`config.mk`:
```
export PLATFORM = sky130hd
export DESIGN_NAME = autorange_ohmmeter_calibrated_flat
export DESIGN_NICKNAME = d
export VERILOG_FILES = /design/src/hw/rtl/aro_pkg.sv /design/src/hw/rtl/aro_if.sv /design/src/hw/rtl/autorange_ohmmeter_calibrated.sv /design/src/hw/rtl/aro_mul.sv /design/src/hw/rtl/aro_div.sv /design/src/flat_wrapper.sv
export SDC_FILE = /design/constraint.sdc
export NUM_CORES = 1
export LEC_CHECK = 0
export BUFFER_PORTS_ARGS = -buffer_cell sky130_fd_sc_hd__buf_2
export CAP_MARGIN = 10
export CORE_UTILIZATION = 55
export DETAILED_ROUTE_END_ITERATION = 10
export GPL_TIMING_DRIVEN = 0
export PLACE_DENSITY = 0.78
export SLEW_MARGIN = 30
export SYNTH_ARGS = -nofsm -noshare
export SYNTH_HDL_FRONTEND = slang
export SYNTH_HIERARCHICAL = 1
export SYNTH_SLANG_ARGS = --single-unit
```
`constraint.sdc`:
```
create_clock -name clk -period 8.55 [get_ports clk]
set_input_delay 0.855 -clock clk [delete_from_list [all_inputs] [get_ports clk]]
set_output_delay 0.855 -clock clk [all_outputs]
set_load 0.005 [all_outputs]
```
`src/hw/rtl/aro_pkg.sv`:
```
// aro_pkg: widths, range levels, status codes and state encoding for the
// autoranging ohmmeter; no dependencies, compiled first
package aro_pkg;

  localparam int LEVELS    = 5;                    // calibrated range levels
  localparam int LVL_W     = $clog2(LEVELS);       // bits to index a level
  localparam int LVL_FW    = 3;                    // level field width
  localparam int SAMPLE_W  = 24;                   // signed converter word
  localparam int UV_W      = 23;                   // clamped microvolts
  localparam int OHM_W     = 31;                   // reference ohms
  localparam int PROD_W    = OHM_W + UV_W;         // ohms times microvolts
  localparam int OHMS_W    = 63;                   // result ohms
  localparam int MCNT_W    = $clog2(UV_W + 1);
  localparam int DCNT_W    = $clog2(PROD_W + 1);

  localparam logic [UV_W-1:0]   THR_RESET = UV_W'(125000);
  localparam logic [OHMS_W-1:0] OHMS_MAX  = {OHMS_W{1'b1}};

  typedef enum logic [2:0] {
    ST_OK   = 3'd0,
    ST_BAD  = 3'd1,
    ST_NEG  = 3'd2,
    ST_CONV = 3'd3,
    ST_NEXT = 3'd4
  } status_t;

  typedef enum logic [1:0] {
    S_IDLE,
    S_MUL,
    S_DIV,
    S_DONE
  } state_t;

endpackage

```
`src/hw/rtl/aro_if.sv`:
```
// aro_if: valid/ready channels for readings and results
// depends on aro_pkg
interface aro_in_if;
  import aro_pkg::*;
  logic                valid;
  logic                ready;
  logic                mode;
  logic [SAMPLE_W-1:0] sample_uv;
  logic                sample_overrange;
  logic                sample_error;
  logic [LVL_FW-1:0]   cal_level;
  logic [OHM_W-1:0]    ref_ohms;

  modport source (output valid, mode, sample_uv, sample_overrange, sample_error,
                  cal_level, ref_ohms, input ready);
  modport sink   (input valid, mode, sample_uv, sample_overrange, sample_error,
                  cal_level, ref_ohms, output ready);
endinterface

interface aro_out_if;
  import aro_pkg::*;
  logic              valid;
  logic              ready;
  status_t           status;
  logic [LVL_FW-1:0] range_level;
  logic [OHMS_W-1:0] ohms;
  logic [UV_W-1:0]   stored_uv;

  modport source (output valid, status, range_level, ohms, stored_uv, input ready);
  modport sink   (input valid, status, range_level, ohms, stored_uv, output ready);
endinterface

```
`src/hw/rtl/autorange_ohmmeter_calibrated.sv`:
```
// autorange_ohmmeter_calibrated: range walk, calibration table and ratio
// result; depends on aro_pkg, aro_if, aro_mul and aro_div
//
//   channel  dir  handshake          word
//   in_ch    in   valid/ready        mode, sample_uv, overrange, error, cal_level, ref_ohms
//   out_ch   out  valid/ready        status, range_level, ohms, stored_uv
//   cfg_*    in   cfg_we, no ready   range threshold in microvolts
//
// one word at a time: a walk-ending word with a usable calibration passes
// through the serial multiply and then the serial divide before its result
// is queued; any other word goes from the accept straight to the output hop
// reset is synchronous and restores level 0, an empty calibration table and
// the default threshold; a held result stalls only the next finished word,
// the input is free again as soon as a result is queued
module autorange_ohmmeter_calibrated (
  input  logic                     clk,
  input  logic                     rst_n,
  aro_in_if.sink                   in_ch,
  aro_out_if.source                out_ch,
  input  logic                     cfg_we,
  input  logic [aro_pkg::UV_W-1:0] cfg_wdata
);
  import aro_pkg::*;

  // control state
  state_t           state_r, state_nxt;
  logic [LVL_W-1:0] level_r, level_nxt;
  logic [UV_W-1:0]  thr_r;
  logic [LEVELS-1:0] cal_vld_r;
  logic             out_valid_r;

  // calibration table, entry reads as zero until first written
  logic [OHM_W-1:0] cal_ohms_r [LEVELS];
  logic [UV_W-1:0]  cal_uv_r   [LEVELS];

  // pending result and divisor
  status_t           res_status_r, res_status_nxt;
  logic [LVL_FW-1:0] res_level_r, res_level_nxt;
  logic [OHMS_W-1:0] res_ohms_r, res_ohms_nxt;
  logic [UV_W-1:0]   res_uv_r, res_uv_nxt;
  logic [UV_W-1:0]   div_r, div_nxt;

  // output register
  status_t           out_status_r;
  logic [LVL_FW-1:0] out_level_r;
  logic [OHMS_W-1:0] out_ohms_r;
  logic [UV_W-1:0]   out_uv_r;

  // decode of the incoming word
  logic              accept;
  logic              negative;
  logic [UV_W-1:0]   uv;
  logic [OHM_W-1:0]  sel_ohms;
  logic [UV_W-1:0]   sel_uv;
  logic              cal_bad;
  logic [LVL_W-1:0]  cal_idx;
  logic              cal_wr;
  logic              out_load;

  // serial units
  logic              mul_start, mul_done;
  logic [PROD_W-1:0] product;
  logic              div_done;
  logic [PROD_W-1:0] quotient;

  assign accept   = in_ch.valid && in_ch.ready;
  assign negative = in_ch.sample_uv[SAMPLE_W-1];
  // negative readings clamp to zero
  assign uv       = negative ? '0 : in_ch.sample_uv[UV_W-1:0];
  assign sel_ohms = cal_vld_r[level_r] ? cal_ohms_r[level_r] : '0;
  assign sel_uv   = cal_vld_r[level_r] ? cal_uv_r[level_r] : '0;
  assign cal_bad  = ({1'b0, in_ch.cal_level} >= (LVL_FW + 1)'(LEVELS));
  assign cal_idx  = in_ch.cal_level[LVL_W-1:0];
  assign cal_wr   = accept && in_ch.mode && !cal_bad && !in_ch.sample_error &&
                    !in_ch.sample_overrange && !negative;
  assign out_load = (state_r == S_DONE) && (!out_valid_r || out_ch.ready);

  assign in_ch.ready = (state_r == S_IDLE);

  always_comb begin
    state_nxt      = state_r;
    level_nxt      = level_r;
    res_status_nxt = res_status_r;
    res_level_nxt  = res_level_r;
    res_ohms_nxt   = res_ohms_r;
    res_uv_nxt     = res_uv_r;
    div_nxt        = div_r;
    mul_start      = 1'b0;
    unique case (state_r)
      S_IDLE: begin
        if (accept) begin
          state_nxt    = S_DONE;
          res_ohms_nxt = '0;
          res_uv_nxt   = '0;
          if (in_ch.mode) begin
            // calibration: checks in priority order, store only when all pass
            res_level_nxt = in_ch.cal_level;
            if (cal_bad)                     res_status_nxt = ST_BAD;
            else if (in_ch.sample_error)     res_status_nxt = ST_CONV;
            else if (in_ch.sample_overrange) res_status_nxt = ST_BAD;
            else if (negative)               res_status_nxt = ST_NEG;
            else begin
              res_status_nxt = ST_OK;
              res_uv_nxt     = uv;
            end
          end else begin
            res_level_nxt = LVL_FW'(level_r);
            if (in_ch.sample_error) begin
              level_nxt      = '0;
              res_status_nxt = ST_CONV;
            end else if (in_ch.sample_overrange) begin
              // open circuit reads as maximum resistance
              level_nxt      = '0;
              res_status_nxt = ST_OK;
              res_ohms_nxt   = OHMS_MAX;
            end else if (uv >= thr_r || level_r == LVL_W'(LEVELS - 1)) begin
              level_nxt      = '0;
              res_status_nxt = ST_OK;
              if (sel_uv == '0) begin
                res_ohms_nxt = OHMS_MAX;
              end else begin
                div_nxt   = sel_uv;
                mul_start = 1'b1;
                state_nxt = S_MUL;
              end
            end else begin
              // ask for the next range
              level_nxt      = level_r + 1'b1;
              res_status_nxt = ST_NEXT;
              res_level_nxt  = LVL_FW'(level_r + 1'b1);
            end
          end
        end
      end
      S_MUL: begin
        if (mul_done) state_nxt = S_DIV;
      end
      S_DIV: begin
        if (div_done) begin
          res_ohms_nxt = OHMS_W'(quotient);
          state_nxt    = S_DONE;
        end
      end
      S_DONE: begin
        if (out_load) state_nxt = S_IDLE;
      end
      default: state_nxt = S_IDLE;
    endcase
  end

  always_ff @(posedge clk) begin
    if (!rst_n) begin
      state_r     <= S_IDLE;
      level_r     <= '0;
      thr_r       <= THR_RESET;
      cal_vld_r   <= '0;
      out_valid_r <= 1'b0;
    end else begin
      state_r <= state_nxt;
      level_r <= level_nxt;
      if (cfg_we) thr_r <= cfg_wdata;
      if (cal_wr) cal_vld_r[cal_idx] <= 1'b1;
      if (out_load)          out_valid_r <= 1'b1;
      else if (out_ch.ready) out_valid_r <= 1'b0;
    end
  end

  always_ff @(posedge clk) begin
    res_status_r <= res_status_nxt;
    res_level_r  <= res_level_nxt;
    res_ohms_r   <= res_ohms_nxt;
    res_uv_r     <= res_uv_nxt;
    div_r        <= div_nxt;
    if (cal_wr) begin
      cal_ohms_r[cal_idx] <= in_ch.ref_ohms;
      cal_uv_r[cal_idx]   <= uv;
    end
    if (out_load) begin
      out_status_r <= res_status_r;
      out_level_r  <= res_level_r;
      out_ohms_r   <= res_ohms_r;
      out_uv_r     <= res_uv_r;
    end
  end

  assign out_ch.valid       = out_valid_r;
  assign out_ch.status      = out_status_r;
  assign out_ch.range_level = out_level_r;
  assign out_ch.ohms        = out_ohms_r;
  assign out_ch.stored_uv   = out_uv_r;

  // reference ohms times reading, then divided by the calibration reading
  aro_mul u_mul (
    .clk     (clk),
    .rst_n   (rst_n),
    .start   (mul_start),
    .a       (sel_ohms),
    .b       (uv),
    .done    (mul_done),
    .product (product)
  );

  aro_div u_div (
    .clk      (clk),
    .rst_n    (rst_n),
    .start    (mul_done),
    .dividend (product),
    .divisor  (div_r),
    .done     (div_done),
    .quotient (quotient)
  );

`ifndef SYNTH
  // multiplier finishes only while the sequencer waits for it
  a_mul_done_state: assert property (@(posedge clk) disable iff (!rst_n)
    mul_done |-> state_r == S_MUL)
    else $error("multiplier done outside multiply phase");

  // divider finishes only while the sequencer waits for it
  a_div_done_state: assert property (@(posedge clk) disable iff (!rst_n)
    div_done |-> state_r == S_DIV)
    else $error("divider done outside divide phase");

  // range walk never leaves the calibrated levels
  a_level_range: assert property (@(posedge clk) disable iff (!rst_n)
    level_r <= LVL_W'(LEVELS - 1))
    else $error("range level out of bounds");

  // a queued result that is not taken keeps the finished word waiting
  a_done_hold: assert property (@(posedge clk) disable iff (!rst_n)
    (state_r == S_DONE && out_valid_r && !out_ch.ready) |=> state_r == S_DONE)
    else $error("result dropped while output stalled");
`endif

endmodule

```
`src/hw/rtl/aro_mul.sv`:
```
// aro_mul: bit-serial shift-add multiplier, one multiplier bit per cycle
// depends on aro_pkg
module aro_mul (
  input  logic                       clk,
  input  logic                       rst_n,
  input  logic                       start,
  input  logic [aro_pkg::OHM_W-1:0]  a,
  input  logic [aro_pkg::UV_W-1:0]   b,
  output logic                       done,
  output logic [aro_pkg::PROD_W-1:0] product
);
  import aro_pkg::*;

  logic                busy_r;
  logic                done_r;
  logic [MCNT_W-1:0]   cnt_r;
  logic [OHM_W-1:0]    a_r;
  logic [PROD_W:0]     p_r;    // upper sum with carry, lower multiplier bits
  logic [OHM_W:0]      sum;

  // add multiplicand into the upper half when the current low bit is set
  assign sum = p_r[PROD_W:UV_W] + (p_r[0] ? {1'b0, a_r} : '0);

  always_ff @(posedge clk) begin
    if (!rst_n) begin
      busy_r <= 1'b0;
      done_r <= 1'b0;
      cnt_r  <= '0;
    end else begin
      done_r <= 1'b0;
      if (start) begin
        busy_r <= 1'b1;
        cnt_r  <= '0;
      end else if (busy_r) begin
        cnt_r <= cnt_r + 1'b1;
        if (cnt_r == MCNT_W'(UV_W - 1)) begin
          busy_r <= 1'b0;
          done_r <= 1'b1;
        end
      end
    end
  end

  always_ff @(posedge clk) begin
    if (start) begin
      a_r <= a;
      p_r <= {{(OHM_W + 1){1'b0}}, b};
    end else if (busy_r) begin
      p_r <= {1'b0, sum, p_r[UV_W-1:1]};
    end
  end

  assign done    = done_r;
  assign product = p_r[PROD_W-1:0];

endmodule

```
`src/hw/rtl/aro_div.sv`:
```
// aro_div: restoring bit-serial divider, one quotient bit per cycle
// depends on aro_pkg
module aro_div (
  input  logic                       clk,
  input  logic                       rst_n,
  input  logic                       start,
  input  logic [aro_pkg::PROD_W-1:0] dividend,
  input  logic [aro_pkg::UV_W-1:0]   divisor,
  output logic                       done,
  output logic [aro_pkg::PROD_W-1:0] quotient
);
  import aro_pkg::*;

  logic              busy_r;
  logic              done_r;
  logic [DCNT_W-1:0] cnt_r;
  logic [PROD_W-1:0] q_r;    // dividend shifts out the top, quotient in the bottom
  logic [UV_W-1:0]   rem_r;
  logic [UV_W-1:0]   d_r;
  logic [UV_W:0]     r2;
  logic [UV_W:0]     diff;
  logic              ge;

  assign r2   = {rem_r, q_r[PROD_W-1]};
  assign diff = r2 - {1'b0, d_r};
  assign ge   = (r2 >= {1'b0, d_r});

  always_ff @(posedge clk) begin
    if (!rst_n) begin
      busy_r <= 1'b0;
      done_r <= 1'b0;
      cnt_r  <= '0;
    end else begin
      done_r <= 1'b0;
      if (start) begin
        busy_r <= 1'b1;
        cnt_r  <= '0;
      end else if (busy_r) begin
        cnt_r <= cnt_r + 1'b1;
        if (cnt_r == DCNT_W'(PROD_W - 1)) begin
          busy_r <= 1'b0;
          done_r <= 1'b1;
        end
      end
    end
  end

  always_ff @(posedge clk) begin
    if (start) begin
      q_r   <= dividend;
      rem_r <= '0;
      d_r   <= divisor;
    end else if (busy_r) begin
      // remainder stays below the divisor, so it fits in the low bits
      rem_r <= ge ? diff[UV_W-1:0] : r2[UV_W-1:0];
      q_r   <= {q_r[PROD_W-2:0], ge};
    end
  end

  assign done     = done_r;
  assign quotient = q_r;

endmodule

```
`src/flat_wrapper.sv`:
```
// flat-port wrapper written by rule: the top's interface ports become plain ports
module autorange_ohmmeter_calibrated_flat import aro_pkg::*;
  (clk, rst_n, cfg_we, cfg_wdata, in_ch_valid, in_ch_mode, in_ch_sample_uv, in_ch_sample_overrange, in_ch_sample_error, in_ch_cal_level, in_ch_ref_ohms, in_ch_ready, out_ch_valid, out_ch_status, out_ch_range_level, out_ch_ohms, out_ch_stored_uv, out_ch_ready);
  aro_in_if in_ch_i ();
  aro_out_if out_ch_i ();
  input  logic clk;
  input  logic rst_n;
  input  logic cfg_we;
  input  logic [aro_pkg::UV_W-1:0] cfg_wdata;
  input wire logic [$bits(in_ch_i.valid)-1:0] in_ch_valid;
  input wire logic [$bits(in_ch_i.mode)-1:0] in_ch_mode;
  input wire logic [$bits(in_ch_i.sample_uv)-1:0] in_ch_sample_uv;
  input wire logic [$bits(in_ch_i.sample_overrange)-1:0] in_ch_sample_overrange;
  input wire logic [$bits(in_ch_i.sample_error)-1:0] in_ch_sample_error;
  input wire logic [$bits(in_ch_i.cal_level)-1:0] in_ch_cal_level;
  input wire logic [$bits(in_ch_i.ref_ohms)-1:0] in_ch_ref_ohms;
  output wire logic [$bits(in_ch_i.ready)-1:0] in_ch_ready;
  output wire logic [$bits(out_ch_i.valid)-1:0] out_ch_valid;
  output wire logic [$bits(out_ch_i.status)-1:0] out_ch_status;
  output wire logic [$bits(out_ch_i.range_level)-1:0] out_ch_range_level;
  output wire logic [$bits(out_ch_i.ohms)-1:0] out_ch_ohms;
  output wire logic [$bits(out_ch_i.stored_uv)-1:0] out_ch_stored_uv;
  input wire logic [$bits(out_ch_i.ready)-1:0] out_ch_ready;
  assign in_ch_i.valid = in_ch_valid;
  assign in_ch_i.mode = in_ch_mode;
  assign in_ch_i.sample_uv = in_ch_sample_uv;
  assign in_ch_i.sample_overrange = in_ch_sample_overrange;
  assign in_ch_i.sample_error = in_ch_sample_error;
  assign in_ch_i.cal_level = in_ch_cal_level;
  assign in_ch_i.ref_ohms = in_ch_ref_ohms;
  assign in_ch_ready = in_ch_i.ready;
  assign out_ch_valid = out_ch_i.valid;
  assign out_ch_status = out_ch_i.status;
  assign out_ch_range_level = out_ch_i.range_level;
  assign out_ch_ohms = out_ch_i.ohms;
  assign out_ch_stored_uv = out_ch_i.stored_uv;
  assign out_ch_i.ready = out_ch_ready;
  autorange_ohmmeter_calibrated u_core (.clk(clk), .rst_n(rst_n), .in_ch(in_ch_i), .out_ch(out_ch_i), .cfg_we(cfg_we), .cfg_wdata(cfg_wdata));
endmodule
```
==> flow_summary.toml, run 1 <==
[cts]
cts_max_path_buffers = 3
cts_hold_buf = 0
path_clk_slew_ps = 60
numCtsBuffers = 71
cts_num_sinks = 698
htreeDepth = 3
post_cts_buffers = 0
cts_tree = "done"
insertion_delay_ps = 620
cts_resized = 0
cts_root_buffer = "clkbuf_16"

[power]
pwr-share-seq_pct = 52.9
p_sw_uw = 1803
swShare_pct = 23.04
comb_power_share_pct = 8.9
finalPower_uw = 7826
ir_worst_vdd_mv = 0.1530
power.density_mw_per_mm2 = 222.0
clockPowerShare_pct = 38.2
internal_power_uw = 6022
p_leak_uw = 0.01291

[global_routing]
grt_pass1_vias = 19434
antenna_found_initial = 4
grt_overflow = 0
grt_max_degree = 55
grt_first_pass_wirelength_um = 110500
grt.total_usage_pct = 25.78

[timing]
skew_ps = 31.30
setup_viol = 0
relSlewSlack_pct = 23.51
timing.final.crit_share_pct = 71.51
maxSlewViolCount = 0
fin_tns_setup_ps = 0
rsz0062_at_grt = "false"
max_slew.worst_pin.slew_ps = 1145
fmax_mhz = 163.6
period_needed_ps = 6114
hold_viol = 0

[place]
place.detailed.hpwl_um = 50910
port_buffers = 182
gp_congestion = 0.9288
post-place-cells = 3268

[synthesis]
yosysTopAreaCell = "edfxtp_1"
async_flop_share_pct = 0
ys_ff_latch = 698
syn_nets = 2478
synth_top_cells_by_count = "592 x edfxtp_1, 303 x nand2_1, 118 x a21oi_1"
netlist_area_mm2 = 0.03061
synth_cell_type_count = 89
synth_edf_count = 592
synth.most_common_cell = "edfxtp_1"
synth-main-ff-cell = "edfxtp_1"
postSynthAreaPerCell_um2 = 13.32
yosysTopAreaCellShare_pct = 58.07
yosysSeqAreaShare_pct = 65.00
synth_area_leaders = "edfxtp_1 58%, dfxtp_1 6.9%, nand2_1 3.7%"
synthesis.instances = 2299
ys_warn_count = 6

[floorplanning]
dieArea_mm2 = 0.05661
start_util_pct = 55.57
dieHeight_um = 237.9
num_rows = 86
fp.dieW_um = 237.9
core_mm2 = 0.05509
ioPinCount = 183

[drt]
wl_per_cell_um = 21.23
drc = 0
first_pass_iters = 6
wl_um = 72150
drt_iter0_drc = 1992
antenna_left = 0
vias = 19712
drt-vias-per-instance = 5.799

[worst_setup_path]
path_max_fanout = 31
path_class = "in -> reg"
required_ps = 8790
arrival_ps = 6350
start_kind = "input pin"
critPathCaptureType = "register"

[cells_and_area]
drive_gt1_share_pct = 20.40
syn_to_final_growth_pct = 15.13
n_fill_cell = 4045
nets = 2772
fin_cells = 3399

[job]
max-cap-violations = 0

[status]
status = "finished clean"

[worst_hold_path]
hold_path_class = "reg -> reg"
## power groups by stage
stage / Combinational, uW / Sequential [uW] / Clock (uW)
finish: 693 / 4140 / 2990
global route: 767 / 4170 / 3180
CTS: 694 / 4150 / 3040
detailed placement: 689 / 4220 / 0
global placement: 618 / 4230 / 0
floorplan: 404 / 4210 / 0
## registers in the layout (all words and copies together), names as in the netlist, 5 cells and up, named ones only
register	flops
u_core/cal_ohms_r	155
u_core/cal_uv_r	115
u_core/cal_vld_r	5
u_core/div_r	23
u_core/out_ch.ohms	55
u_core/out_ch.stored_uv	23
u_core/res_ohms_r	55
u_core/res_uv_r	23
u_core/thr_r	23
u_core/u_div/cnt_r	6
u_core/u_div/d_r	23
u_core/u_div/quotient	54
u_core/u_div/rem_r	23
u_core/u_mul/a_r	31
u_core/u_mul/cnt_r	5
u_core/u_mul/p_r	54
## worst max-delay path: stages
cell	delay [ps]
buf_2	190
clkbuf_1	500
clkbuf_1	510
nor2b_1	410
ha_1	420
and3_1	220
nand4_1	120
o211ai_1	260
a21oi_1	150
nand3_1	140
nor4b_1	450
and2_2	350
buf_12	230
clkbuf_1	390
nor2_1	150
clkbuf_1	280
inv_1	690
## logic make-up after synthesis
group / Yosys count / synth area share, %
compound gates: 381 / 8.047
xor+xnor: 49 / 1.402
fa+ha+maj: 90 / 3.727
buf+inv: 213 / 3.045
flops: 698 / 65.00
mux: 193 / 8.055
simple gates: 675 / 10.72
## cell type report
cell class	instances	area [um2]	area share [%]
antenna	4	10.01	0.02840
buffer	116	570.5	1.619
clock buffer	93	1922	5.452
clock inverter	34	321.6	0.9123
inverter	97	366.6	1.040
multi-input combinational	1388	9879	28.03
sequential	698	19900	56.46
tap	748	935.9	2.655
timing repair buffer	221	1341	3.805
## worst paths after layout
check / startpoint / end / slack (ps) / depth (start not counted)
min reg2reg: u_core/res_ohms_r[29] / u_core/out_ch.ohms[29] / 400 / 0
max reg2reg: register / u_core/u_mul/p_r[3] / 3350 / 13
min: u_core/res_ohms_r[29] / u_core/out_ch.ohms[29] / 400 / 0
max: in_ch_sample_uv[23] / u_core/u_mul/p_r[3] / 2440 / 17
## metrics by stage
stage	hold slack (ps)	worst slack [ps]	area (um2)	utilization, %
CTS	402.3	2597	35230	63.95
floorplan	400.3	1103	30610	-
finish	402.3	2436	35250	63.98
global route	418.2	2091	35250	63.97
detailed placement	404.5	1999	32990	59.88
global placement	402.6	-2952	32460	58.92
## layout by cell type, fill, tap and decap left out, types with 15 or more instances in the layout
cell	netlist	routed
inv_1	95	93
buf_2	22	216
nor3_1	23	22
a211oi_1	39	39
a21oi_1	118	117
dfxtp_1	106	105
buf_4	12	27
o21ai_0	76	76
o211ai_1	16	16
and2_1	38	37
nor3b_1	26	25
mux2_2	79	79
buf_1	17	15
mux2i_1	78	78
clkbuf_16	0	73
nand2b_1	15	15
nor2_1	97	96
nor2b_2	0	19
nand3_1	22	22
xnor2_1	31	31
nand2_1	303	303
nand4_1	21	21
clkbuf_1	57	75
ha_1	88	88
mux4_2	34	34
edfxtp_1	592	592
xor2_1	18	18
nor2b_1	66	46
## routing by layer
layer  vias up  global-route usage, %  wire (um)
met1      9582                  34.54      29390
met3       148                  4.500       6047
li1       9119                      -          -
met2       861                  41.40      33930
met4         2                  11.57       2763
met5         -                      0         13
Power figures use the tool's default switching activity.
==> run 2, diff against run 1 <==
==> constraint.sdc (replaced) <==
create_clock -name clk -period 6.4 [get_ports clk]
set_input_delay 0.64 -clock clk [delete_from_list [all_inputs] [get_ports clk]]
set_output_delay 0.64 -clock clk [all_outputs]
set_load 0.005 [all_outputs]
==> flow_summary.toml, run 2 (same netlist as run 1, synthesis figures left out) <==
[cts]
numCtsBuffers = 70
htreeDepth = 3
insertion_delay_ps = 610
cts_root_buffer = "clkbuf_16"
post_cts_buffers = 0
path_clk_slew_ps = 60
cts_resized = 0
cts_tree = "done"
cts_num_sinks = 698
cts_hold_buf = 0
cts_max_path_buffers = 3

[cells_and_area]
postLayoutCellArea_mm2 = 0.03525
multi_input_area_mm2 = 0.009898
fin_cells = 3391
drive_gt1_share_pct = 20.34
nets = 2763
syn_to_final_growth_pct = 15.14
largest_reg_flops = 155
n_fill_cell = 3993
final_common_cell = "edfxtp_1"
regMostFlops = "u_core/cal_ohms_r"
regArea_mm2 = 0.01990
reg_top3 = "u_core/cal_ohms_r x155, u_core/cal_uv_r x115"
mostFrequentLayoutCells = "592 x edfxtp_1, 303 x nand2_1, 204 x buf_2"

[drt]
wl_per_cell_um = 21.27
antenna_left = 0
wl_um = 72130
drc = 0
drt_iter0_drc = 1977
first_pass_iters = 6
vias = 19647
drt-vias-per-instance = 5.794

[status]
status = "finished clean"

[floorplanning]
dieArea_mm2 = 0.05661
ioPinCount = 183
fp.dieW_um = 237.9
core_mm2 = 0.05509
num_rows = 86
start_util_pct = 55.57
dieHeight_um = 237.9

[place]
gp_congestion = 0.9369
placed_area_mm2 = 0.03302
dp_slack_ps = 119.5
place.detailed.hpwl_um = 50910
post-place-cells = 3260
port_buffers = 182

[worst_hold_path]
hold_path_class = "in -> reg"

[global_routing]
grt_first_pass_wirelength_um = 110500
grt_max_degree = 55
grt_pass1_vias = 19339
grt.total_usage_pct = 25.71
grt_overflow = 0
antenna_found_initial = 1

[timing]
hold_slack_ps = 257.1
timing.final.crit_share_pct = 92.35
hold_viol = 0
max_slew.worst_pin.slew_ps = 1198
skew_ps = 32.59
relSlewSlack_pct = 19.94
rsz0062_at_grt = "false"
fmax_mhz = 169.2
setup_viol = 0
maxSlewViolCount = 0
setup_slack_ps = 489.5
period_needed_ps = 5910

[worst_setup_path]
critPathCaptureType = "register"
crit_start = "in_ch_sample_uv[23]"
worstSetupEndpoint = "u_core/u_mul/p_r[2]"
r2r_end = "u_core/u_mul/p_r[2]"
rrSetupSlack_ps = 1300
start_kind = "input pin"
required_ps = 6620
arrival_ps = 6140
path_max_fanout = 23
reg2regPathDepth = 12
path_class = "in -> reg"

[power]
finalPower_uw = 10430
ir_worst_vdd_mv = 0.2035
p_leak_uw = 0.01285
power.density_mw_per_mm2 = 295.8

[job]
max-cap-violations = 0
## run 2: cell types whose count changed in the layout (fill, tap and decap cells not counted), sizes merged
| cell | before | now |
|---|---|---|
| clkinvlp | 0 | 6 |
| buf | 278 | 272 |
| inv | 100 | 102 |
| clkinv | 27 | 30 |
| diode | 4 | 3 |
| clkbuf | 152 | 140 |
## run 2: layer usage
layer	GRT usage (%)	share of wire [%]	up-vias
li1	-	-	9118
met1	35.11	42	9574
met2	40.47	47	800
met3	4.466	7.9	153
met4	11.71	3.6	2
met5	0	0.014	-
## run 2: layout make-up
cell class / instances / area share (%)
inverters: 97 / 1.040
well taps: 748 / 2.655
repair buffers: 213 / 3.851
flip-flops and latches: 698 / 56.46
multi-input cells: 1388 / 28.08
clock inverters: 45 / 0.9974
clock buffers: 83 / 5.285
plain buffers: 116 / 1.612
diodes: 3 / 0.02130
## run 2: critical path, stage by stage
cell and delay (ps):
buf_2 190, clkbuf_1 520, clkbuf_1 550, nor2b_1 440
ha_1 430, and3_1 220, nand4_1 120, o211ai_1 270
a21oi_1 140, nand3_1 140, nor4b_1 500, and2_2 360
clkbuf_1 450, nor2_1 170, clkbuf_1 280, inv_1 680
## run 2: metrics by stage
step	setup TNS (ps)	util (%)
finish	0	63.98
global route	0	63.97
CTS	0	63.95
detailed placement	0	59.93
global placement	-265740	58.94
floorplan	0	-
## run 2: how the worst min path moves through the flow
stage | start | end | cells after the start
5_1_grt | in_ch_ref_ohms[17] | u_core/cal_ohms_r[3][17] | 1
2_1_floorplan | u_core/res_ohms_r[0] | u_core/out_ch.ohms[0] | 0
3_3_place_gp | u_core/res_level_r[0] | u_core/out_ch.range_level[0] | 0
3_5_place_dp | u_core/res_ohms_r[13] | u_core/out_ch.ohms[13] | 0
4_1_cts | in_ch_ref_ohms[17] | u_core/cal_ohms_r[3][17] | 1
6_report | cfg_wdata[15] | u_core/thr_r[15] | 3
## run 2: power breakdown
part | switching [uW] | internal (uW)
sequential | 109 | 5420
clock | 1680 | 2250
combinational | 611 | 354
